`src/gfq_ram.sv`:
```
// Generic single-port-write, single-port-read RAM with registered read data.
`timescale 1ns / 1ps

module gfq_ram #(
  parameter int WIDTH = 8,
  parameter int DEPTH = 16
) (
  input  logic                     clk_i,
  input  logic                     we_i,
  input  logic [$clog2(DEPTH)-1:0] waddr_i,
  input  logic [WIDTH-1:0]         wdata_i,
  input  logic [$clog2(DEPTH)-1:0] raddr_i,
  output logic [WIDTH-1:0]         rdata_o
);

  logic [WIDTH-1:0] mem_q [DEPTH];
  logic [WIDTH-1:0] rdata_q;

  always_ff @(posedge clk_i) begin
    if (we_i) begin
      mem_q[waddr_i] <= wdata_i;
    end
    rdata_q <= mem_q[raddr_i];
  end

  assign rdata_o = rdata_q;

endmodule
```
`config.mk`:
```
export PLATFORM = sky130hd
export DESIGN_NAME = gfq_ram
export DESIGN_NICKNAME = d
export VERILOG_FILES = /design/src/gfq_ram.sv
export SDC_FILE = /design/constraint.sdc
export NUM_CORES = 1
export LEC_CHECK = 0
export BUFFER_PORTS_ARGS = -buffer_cell sky130_fd_sc_hd__buf_2
export CAP_MARGIN = 10
export CORE_ASPECT_RATIO = 0.6
export CORE_MARGIN = 5
export CORE_UTILIZATION = 55
export CTS_CLUSTER_DIAMETER = 200
export DETAILED_ROUTE_END_ITERATION = 6
export PLACE_DENSITY = 0.71
export SYNTH_ARGS = -nofsm -noshare
export SYNTH_HDL_FRONTEND = slang
export SYNTH_SLANG_ARGS = --single-unit
export TNS_END_PERCENT = 10
```
`constraint.sdc`:
```
create_clock -name clk_i -period 2.54 [get_ports clk_i]
set_input_delay 0.127 -clock clk_i [delete_from_list [all_inputs] [get_ports clk_i]]
set_output_delay 0.127 -clock clk_i [all_outputs]
set_load 0.005 [all_outputs]
```
==> run summary, run 1 <==
The run finished with clean final reports. For this configuration, the core starts out at a cell density of 56.2%. The logs give 0 for the final antenna diode count and 2463 for the via count of the first global-routing pass. The worst register-to-register path begins at mem_q[1][1].

The clock-pin slew reported for the worst setup and hold paths after clock tree synthesis is 0.05 ns. TritonCTS built the clock tree. Worst path required time: 2.84 ns. Setup repair after global routing left no endpoint under its margin. The routed wirelength normalized by instance count works out to 22.9 um. The maximum net fanout on the critical path works out to 1. The worst setup path is captured at a flop. The hold violation count in the final report came out at 0.

After layout, the minimum clock period comes to 1.30 ns. Start point of the critical path: mem_q[1][1]. The run gives 247 as the number of nets in the synthesized netlist. The first routing iteration left 191 violations. After detailed routing, the total wire length is 9680 um.

The HPWL reported at the end of detailed placement was 6240 um; the number of distinct library cells after synthesis was 19. For this run the aggregate overflow at the end of global routing stands at 0. The standby leakage power was 2.05 nW. The worst path meets setup with 1.24 ns of slack.

The first global-routing pass estimated 14700 um of wire. Buffers inserted to repair hold after CTS numbered 0. Synthesis produced 229 cells. The run gives 0.574 mV as the worst ir drop on vdd. By count the netlist is led by sky130_fd_sc_hd__edfxtp_1, sky130_fd_sc_hd__mux4_2, sky130_fd_sc_hd__a22oi_1. The Yosys step of the flow raised 0 warnings. Class of the worst hold path: in2reg. The floorplan step set the die width to 135 um.

The fmax was 0.766 GHz. In this run, CTS created clock tree buffers numbering 17. The worst setup path is launched from a flop. In this run, post-CTS repair resized a total of 0 instances. During placement, the flow inserted port buffers numbering 25. The post-synthesis average cell area is 22.5 um^2. The synthesized design contains 128 enable-type register cells. The largest total area in the synthesized netlist belongs to sky130_fd_sc_hd__edfxtp_1. After detailed routing, the number of remaining DRC violations is 0. The number of setup buffers added after CTS is 0. The clock tree synthesis step divided the H-tree into 4 levels. Among all flip-flop cells after synthesis, the most frequent one is sky130_fd_sc_hd__edfxtp_1. The clock drives 136 sinks. Setup violations remaining at the end of the flow were counted as 0. In the finished design, the share of the clock period the worst path needs comes to 51.4%. The overall die area was 0.0115 mm^2; the normalized max-slew margin was 47.3%. After synthesis, the share of flip-flops with an asynchronous set or reset is 0%. Share of post-route cells with drive strength above 1: 29.4%. The run gives 0.42 ns as the clock latency of the later-clocked register in the worst-skew pair.

Max-cap violations in this run came to 0. The run gives 0 as the max-slew violation count. Worst hold path startpoint: wdata_i[2]. The tools report the sequential area share after synthesis as 77.8%.

26 I/O pins were placed. The via-per-instance ratio came out at 5.67. Before CTS, the worst setup slack after placement is 0.804 ns. At the pin with the least slew margin, the transition time is 0.790 ns. The number of placement rows came out at 27.

Length of the first detailed-routing pass in iterations: 4. Vertical die dimension: 84.9 um. The power density over the cells is 812 mW/mm^2, and the summed negative setup slack over all endpoints is 0 ns.

The longest clock path from root to sink contains 2 buffers. The synthesized design contains 136 register bits. The path type of the worst setup path is reg2reg. The fraction of synthesized cell area taken by the top area cell type was 74.7%; the arrival time at the worst endpoint was 1.60 ns. Once detail routing completed, the nets flagged for antenna violations numbered 0.

Global routing used 18.5% of the available tracks. The run gives 299 as the net count reported at finish. In this run the cell area of the synthesized design comes to 0.00515 mm^2. The tree is rooted in a sky130_fd_sc_hd__clkbuf_16. The initial antenna violation count is 0, and the largest net degree at the start of global routing is 33. For this block, the via count after detailed routing is 2399. Ranked by total cell area, the synthesized netlist is headed by sky130_fd_sc_hd__edfxtp_1, sky130_fd_sc_hd__mux4_2, sky130_fd_sc_hd__mux4_1.

From synthesis to final layout, the design area changed by 16.7%. Across the routed clock network, the largest skew measured is 0.0113 ns. The final RePlAce weighted congestion is 0.726, and the standard cell core area is 0.00916 mm^2.

By instance count, the leading cell after synthesis is sky130_fd_sc_hd__edfxtp_1.
-- worst max-delay path: stages (launching register included) --
cell and delay [ns]:
sky130_fd_sc_hd__edfxtp_1 0.37, sky130_fd_sc_hd__mux4_1 0.51, sky130_fd_sc_hd__a22oi_1 0.24, sky130_fd_sc_hd__nand2_1 0.07
-- final cells by class --
cell class | instances | area, um^2
Multi-Input combinational cell | 83 | 1060
Clock buffer | 27 | 493
Sequential cell | 136 | 4000
Tap cell | 130 | 163
Timing Repair Buffer | 43 | 273
Clock inverter | 4 | 20.0
Fill cell | 590 | 3150
-- flip-flops by register name, indices dropped and copies added (netlist names) --
signal and cells:
mem_q 128, rdata_o 8
-- stage by stage --
| stage | hold slack, ns | util [%] | total power (W) | instances | instance area, um^2 |
|---|---|---|---|---|---|
| after CTS | 0.0864 | 65.6 | 0.00492 | 423 | 6010 |
| after detailed placement | 0.503 | 60.0 | 0.00280 | 392 | 5500 |
| final | 0.0939 | 65.6 | 0.00488 | 423 | 6010 |
| after global routing | 0.0996 | 65.6 | 0.00505 | 423 | 6010 |
| after global placement | 0.508 | 60.0 | 0.00279 | 392 | 5500 |
| after floorplan | 0.226 | - | 0.00269 | 229 | 5150 |
-- power by group --
part | total, W | internal, W | switching, W
clock | 0.00214 | 0.00131 | 0.000825
sequential | 0.00252 | 0.00251 | 0.0000131
combinational | 0.000222 | 0.0000974 | 0.000125
-- cell families (layout without fill, tap and decap cells) --
family                 after synthesis  after routing  synth area share (%)
and+or+nand+nor                     35             35                  3.18
buffers and inverters               10             74                  1.68
AOI/OAI and AO/OA                   16             16                  2.33
muxes                               32             32                  15.0
DFF                                136            136                  77.8
-- path summary, 6_finish.rpt --
| check | to | slack [ns] | cells after the start |
|---|---|---|---|
| setup / recovery | rdata_o[1] | 1.24 | 3 |
| hold / removal | mem_q[2][2] | 0.09 | 1 |
| setup reg to reg | rdata_o[1] | 1.24 | 3 |
| hold reg to reg | rdata_o[0] | 0.66 | 3 |
-- metal layers --
| layer | GRT usage (%) | up-vias | wire [um] |
|---|---|---|---|
| met5 | 0 | - | 0 |
| met4 | 6.65 | 0 | 80 |
| met3 | 6.87 | 7 | 768 |
| met2 | 26.3 | 78 | 4500 |
| met1 | 26.6 | 1238 | 4330 |
| li1 | - | 1076 | - |
-- cell usage in the layout, fill, tap and decap left out --
| cell type | instances |
|---|---|
| sky130_fd_sc_hd__edfxtp_1 | 128 |
| sky130_fd_sc_hd__buf_2 | 25 |
| sky130_fd_sc_hd__mux4_2 | 18 |
| sky130_fd_sc_hd__clkbuf_16 | 17 |
| sky130_fd_sc_hd__buf_4 | 17 |
| sky130_fd_sc_hd__a22oi_1 | 16 |
| sky130_fd_sc_hd__mux4_1 | 14 |
| sky130_fd_sc_hd__nor2_1 | 13 |
| sky130_fd_sc_hd__nand2_1 | 9 |
| sky130_fd_sc_hd__dfxtp_1 | 8 |
| sky130_fd_sc_hd__clkbuf_1 | 7 |
| sky130_fd_sc_hd__nor3_1 | 4 |
| sky130_fd_sc_hd__clkinv_2 | 4 |
| sky130_fd_sc_hd__clkbuf_8 | 3 |
| sky130_fd_sc_hd__nand3b_1 | 2 |
| sky130_fd_sc_hd__nand2b_1 | 2 |
| sky130_fd_sc_hd__nor2b_1 | 1 |
| sky130_fd_sc_hd__and2_1 | 1 |
| sky130_fd_sc_hd__and2b_1 | 1 |
| sky130_fd_sc_hd__nand3_1 | 1 |
| sky130_fd_sc_hd__or3b_2 | 1 |
| sky130_fd_sc_hd__buf_12 | 1 |
Note: power is estimated with default switching activity, not from simulation.
==> inputs of run 2 (changes only) <==
Settings changed: ABC_AREA set to 1, PLACE_DENSITY 0.71 to 0.7.
Clock period 2.54 ns to 1.3 ns, I/O delays scaled along.
==> run summary, run 2 <==
The run finished with clean final reports. The global-route usage over all layers came out at 22.8% (+4.3 points). The worst clock skew was 0.00593 ns (-0.00532 ns); the final antenna diode count was 0 (unchanged). TritonCTS built the clock tree. Cell type with the highest aggregate area in the netlist: sky130_fd_sc_hd__edfxtp_1.

The tools report the number of clock sinks as 136 (unchanged). The number of synthesized register bits was 136 (unchanged). The run gives 20500 um (+40%) as the first-pass GRT wire length. The setup-violating endpoint count in the final report is 0 (unchanged).

The total number of vias was 3919 (+63%). Worst-case register-to-register setup slack: 0.19 ns (-1.04 ns). The number of violations reported at the end of detailed-routing iteration 0 is 421 (+120%).

The quantity of I/O buffers inserted on ports works out to 25 (unchanged). The logic depth of the worst register-to-register path came out at 6 (+3). Standard cell core area: 0.0101 mm^2 (+9.8%). In this run the critical register-to-register path is launched from mem_q[10][5]. The largest register by flop count is mem_q.

For the number of cells produced by synthesis, the log shows 551 (+140%). The worst register-to-register path ends at rdata_o[5]. Prevailing post-synth register cell: sky130_fd_sc_hd__edfxtp_1. The tools report the max-slew violation count as 0 (unchanged).

The routed wirelength normalized by instance count works out to 17.8 um (-22%). The cell area after synthesis is 0.00577 mm^2 (+12%), and the count of buffers added by post-CTS timing repair for setup is 0 (unchanged). The remaining antenna violation count is 0 (unchanged).

The simple-gate portion of the synthesized area works out to 21.0% (+18 points). The HPWL reported at the end of detailed placement came out at 8280 um (+33%). The tools report the arrival time at the worst endpoint as 1.41 ns (-0.19 ns).

In this run the clock root is driven by a sky130_fd_sc_hd__clkbuf_16. The cell with the most instances after synthesis was sky130_fd_sc_hd__nand2_1. Share of post-route cells with drive strength above 1: 13.4% (-16 points).

The via count of the first global-routing pass is 3692 (+50%). Leaving out fill and tap cells, the most frequent cell in the layout is sky130_fd_sc_hd__nand2_1. The clock period minus final worst setup slack was 1.11 ns (-0.195 ns). Worst ir drop on vdd: 1.03 mV (+79%). Number of max-cap violations: 0 (unchanged).

The critical path ends at rdata_o[5]. The number of enable flip-flop cells after synthesis works out to 128 (unchanged). For the number of distinct library cells after synthesis, the log shows 12 (-7). The relative area change from synthesis to final layout works out to 16.8% (about the same). The multiplexer area fraction after synthesis is 0% (-15 points).

For the sum of met2 wire segment lengths after detailed routing, the log shows 5750 um (+28%). The largest family of logic cells by synthesized area was simple AND/OR/NAND/NOR gates. The clock-pin slew reported for the worst setup and hold paths after clock tree synthesis is 0.06 ns (about the same). The total chip power was 0.0105 W (+120%). Setup repair after global routing left no endpoint under its margin.

For the initial antenna violation count, the log shows 0 (unchanged). The tools report the startpoint class of the critical path as a flop. Fraction of synthesized cell area taken by the top area cell type: 66.7% (-8.0 points). The post-synthesis share of cell area spent on xor and xnor gates came out at 0% (unchanged).

Area fraction in compound gates after synthesis: 0% (-2.3 points). The transition time of the tightest slew-check pin is 0.393 ns (-0.396 ns), and the detailed-routing wirelength on met1 is 5980 um (+38%). The via-per-instance ratio is 5.26 (-7.2%), and the number of placement rows is 28 (+3.7%). Total of hold buffers inserted after clock tree synthesis: 0 (unchanged). The count of pins on the block boundary was 26 (unchanged); the number of warnings reported in the yosys synthesis log was 0 (unchanged).

The tools report the met3 routed wirelength as 1370 um (+78%). The fmax was 0.901 GHz (+18%); the post-synthesis async set-or-reset flop share was 0% (unchanged). The share of synthesized cell area in full adder, half adder and majority cells is 0% (unchanged). The path type of the worst setup path is reg2reg. The run gives 0.0297 ns (-0.0641 ns) as the final worst hold slack.

Sequential area share after synthesis: 69.4% (-8.4 points). Overall die area: 0.0127 mm^2 (+11%). For the worst path required time, the log shows 1.60 ns (-1.24 ns). The maximum net fanout on the critical path was 1 (unchanged); the TritonCTS buffer count was 17 (unchanged). STA classifies the critical path endpoint as a flop. Ranked by total cell area, the synthesized netlist is headed by sky130_fd_sc_hd__edfxtp_1, sky130_fd_sc_hd__nand2_1, sky130_fd_sc_hd__nand3_1. The starting density of the core came out at 57.4% (+1.1 points).

The clock latency of the later-clocked register in the worst-skew pair is 0.41 ns (about the same), and the number of H-tree levels is 4 (unchanged). The class of the worst hold path is in2reg. Highest metal layer used by the detailed router: met4.

The maximum root-to-sink buffer count came out at 2 (unchanged). In the layout the commonest cells are sky130_fd_sc_hd__nand2_1, sky130_fd_sc_hd__edfxtp_1, sky130_fd_sc_hd__inv_1. For the normalized max-slew margin, the log shows 73.7% (+26 points). The tools report the summed negative setup slack over all endpoints as 0 ns (unchanged). Count of unresolved DRC violations after routing: 0 (unchanged). The vertical die dimension is 89.3 um (+5.2%). For the number of nets in the synthesized netlist, the log shows 569 (+130%). The number of flip-flops under the largest register name is 128 (unchanged). The commonest cells after synthesis are sky130_fd_sc_hd__nand2_1, sky130_fd_sc_hd__edfxtp_1, sky130_fd_sc_hd__inv_1. The logs give 0 (unchanged) for the number of gates resized after cts and 615 (+110%) for the net count reported at finish. The hold violation count in the final report is 0 (unchanged). The power density over the cells was 1560 mW/mm^2 (+92%); the total overflow reported by the global router was 0 (unchanged).

Die width: 142 um (+5.4%). The run gives 49 (+48%) as the largest net degree at the start of global routing. Start point of the critical path: mem_q[10][5].

The run gives 5 (+1) as the length of the first detailed-routing pass in iterations. The post-synthesis average cell area works out to 10.5 um^2 (-53%). The detailed-route wire length is 13300 um (+37%), and the final RePlAce weighted congestion is 0.885 (+22%). The period utilization was 85.4% (+34 points); the standby leakage power was 2.95 nW (+44%).
-- run 2: changes by cell type after synthesis, moves of 3 or more --
cell,delta
sky130_fd_sc_hd__nand2_1,+164
sky130_fd_sc_hd__nor3_1,-4
sky130_fd_sc_hd__nand3_1,+96
sky130_fd_sc_hd__clkdlybuf4s25_2,-3
sky130_fd_sc_hd__inv_1,+100
sky130_fd_sc_hd__a22oi_1,-16
sky130_fd_sc_hd__buf_4,+3
sky130_fd_sc_hd__mux4_2,-18
sky130_fd_sc_hd__buf_2,+10
sky130_fd_sc_hd__nor2_1,+4
sky130_fd_sc_hd__buf_6,+3
sky130_fd_sc_hd__mux4_1,-14
-- run 2: area by class of cell --
class,instances,area (um^2)
clock inverters,15,183
inverters,102,383
well taps,135,169
multi-input cells,289,1210
flip-flops and latches,136,4000
clock buffers,17,425
fillers,743,3320
repair buffers,51,358
-- run 2: critical path, stage by stage (launching register included) --
cell and delay (ns):
sky130_fd_sc_hd__edfxtp_1 0.36, sky130_fd_sc_hd__inv_1 0.08, sky130_fd_sc_hd__nand2_1 0.06, sky130_fd_sc_hd__nand3_1 0.08, sky130_fd_sc_hd__nand3_1 0.16, sky130_fd_sc_hd__nand3_1 0.19, sky130_fd_sc_hd__nand2_1 0.06
-- run 2: kinds of logic after synthesis --
| family | Yosys count |
|---|---|
| buffers and inverters | 126 |
| DFF | 136 |
| and+or+nand+nor | 289 |
-- run 2: worst min-delay path by stage --
stage / depth (start not counted) / to / from / slack [ns]
finish: 3 / rdata_o[6] / raddr_i[3] / 0.03
global route: 3 / rdata_o[1] / raddr_i[3] / 0.04
CTS: 3 / rdata_o[0] / raddr_i[3] / 0.005
detailed placement: 3 / rdata_o[0] / raddr_i[3] / 0.44
global placement: 1 / rdata_o[2] / rdata_o[2] / 0.45
floorplan: 0 / mem_q[0][0] / wdata_i[0] / 0.16
-- run 2: where the power goes --
| part | internal, W | total [W] | switching [W] |
|---|---|---|---|
| clock network | 0.00317 | 0.00494 | 0.00177 |
| registers | 0.00490 | 0.00493 | 0.0000322 |
| logic | 0.000193 | 0.000628 | 0.000436 |
| total | 0.00827 | 0.0105 | 0.00223 |
-- run 2: through the flow --
step                      cell area (um^2)  setup slack (ns)  std cells  utilization, %
final                                 6740             0.190        745            67.0
after global routing                  6740            0.0973        745            67.0
after CTS                             6740             0.222        745            67.0
after detailed placement              6130             0.130        713            60.9
after global placement                6130             0.150        713            60.9
after floorplan                       5770             0.284        551               -
-- run 2: layer usage --
metal | global-route usage [%] | vias to the layer above
li1 | - | 1862
met1 | 32.8 | 1865
met2 | 33.2 | 173
met3 | 6.36 | 19
met4 | 9.23 | 0
met5 | 0 | -
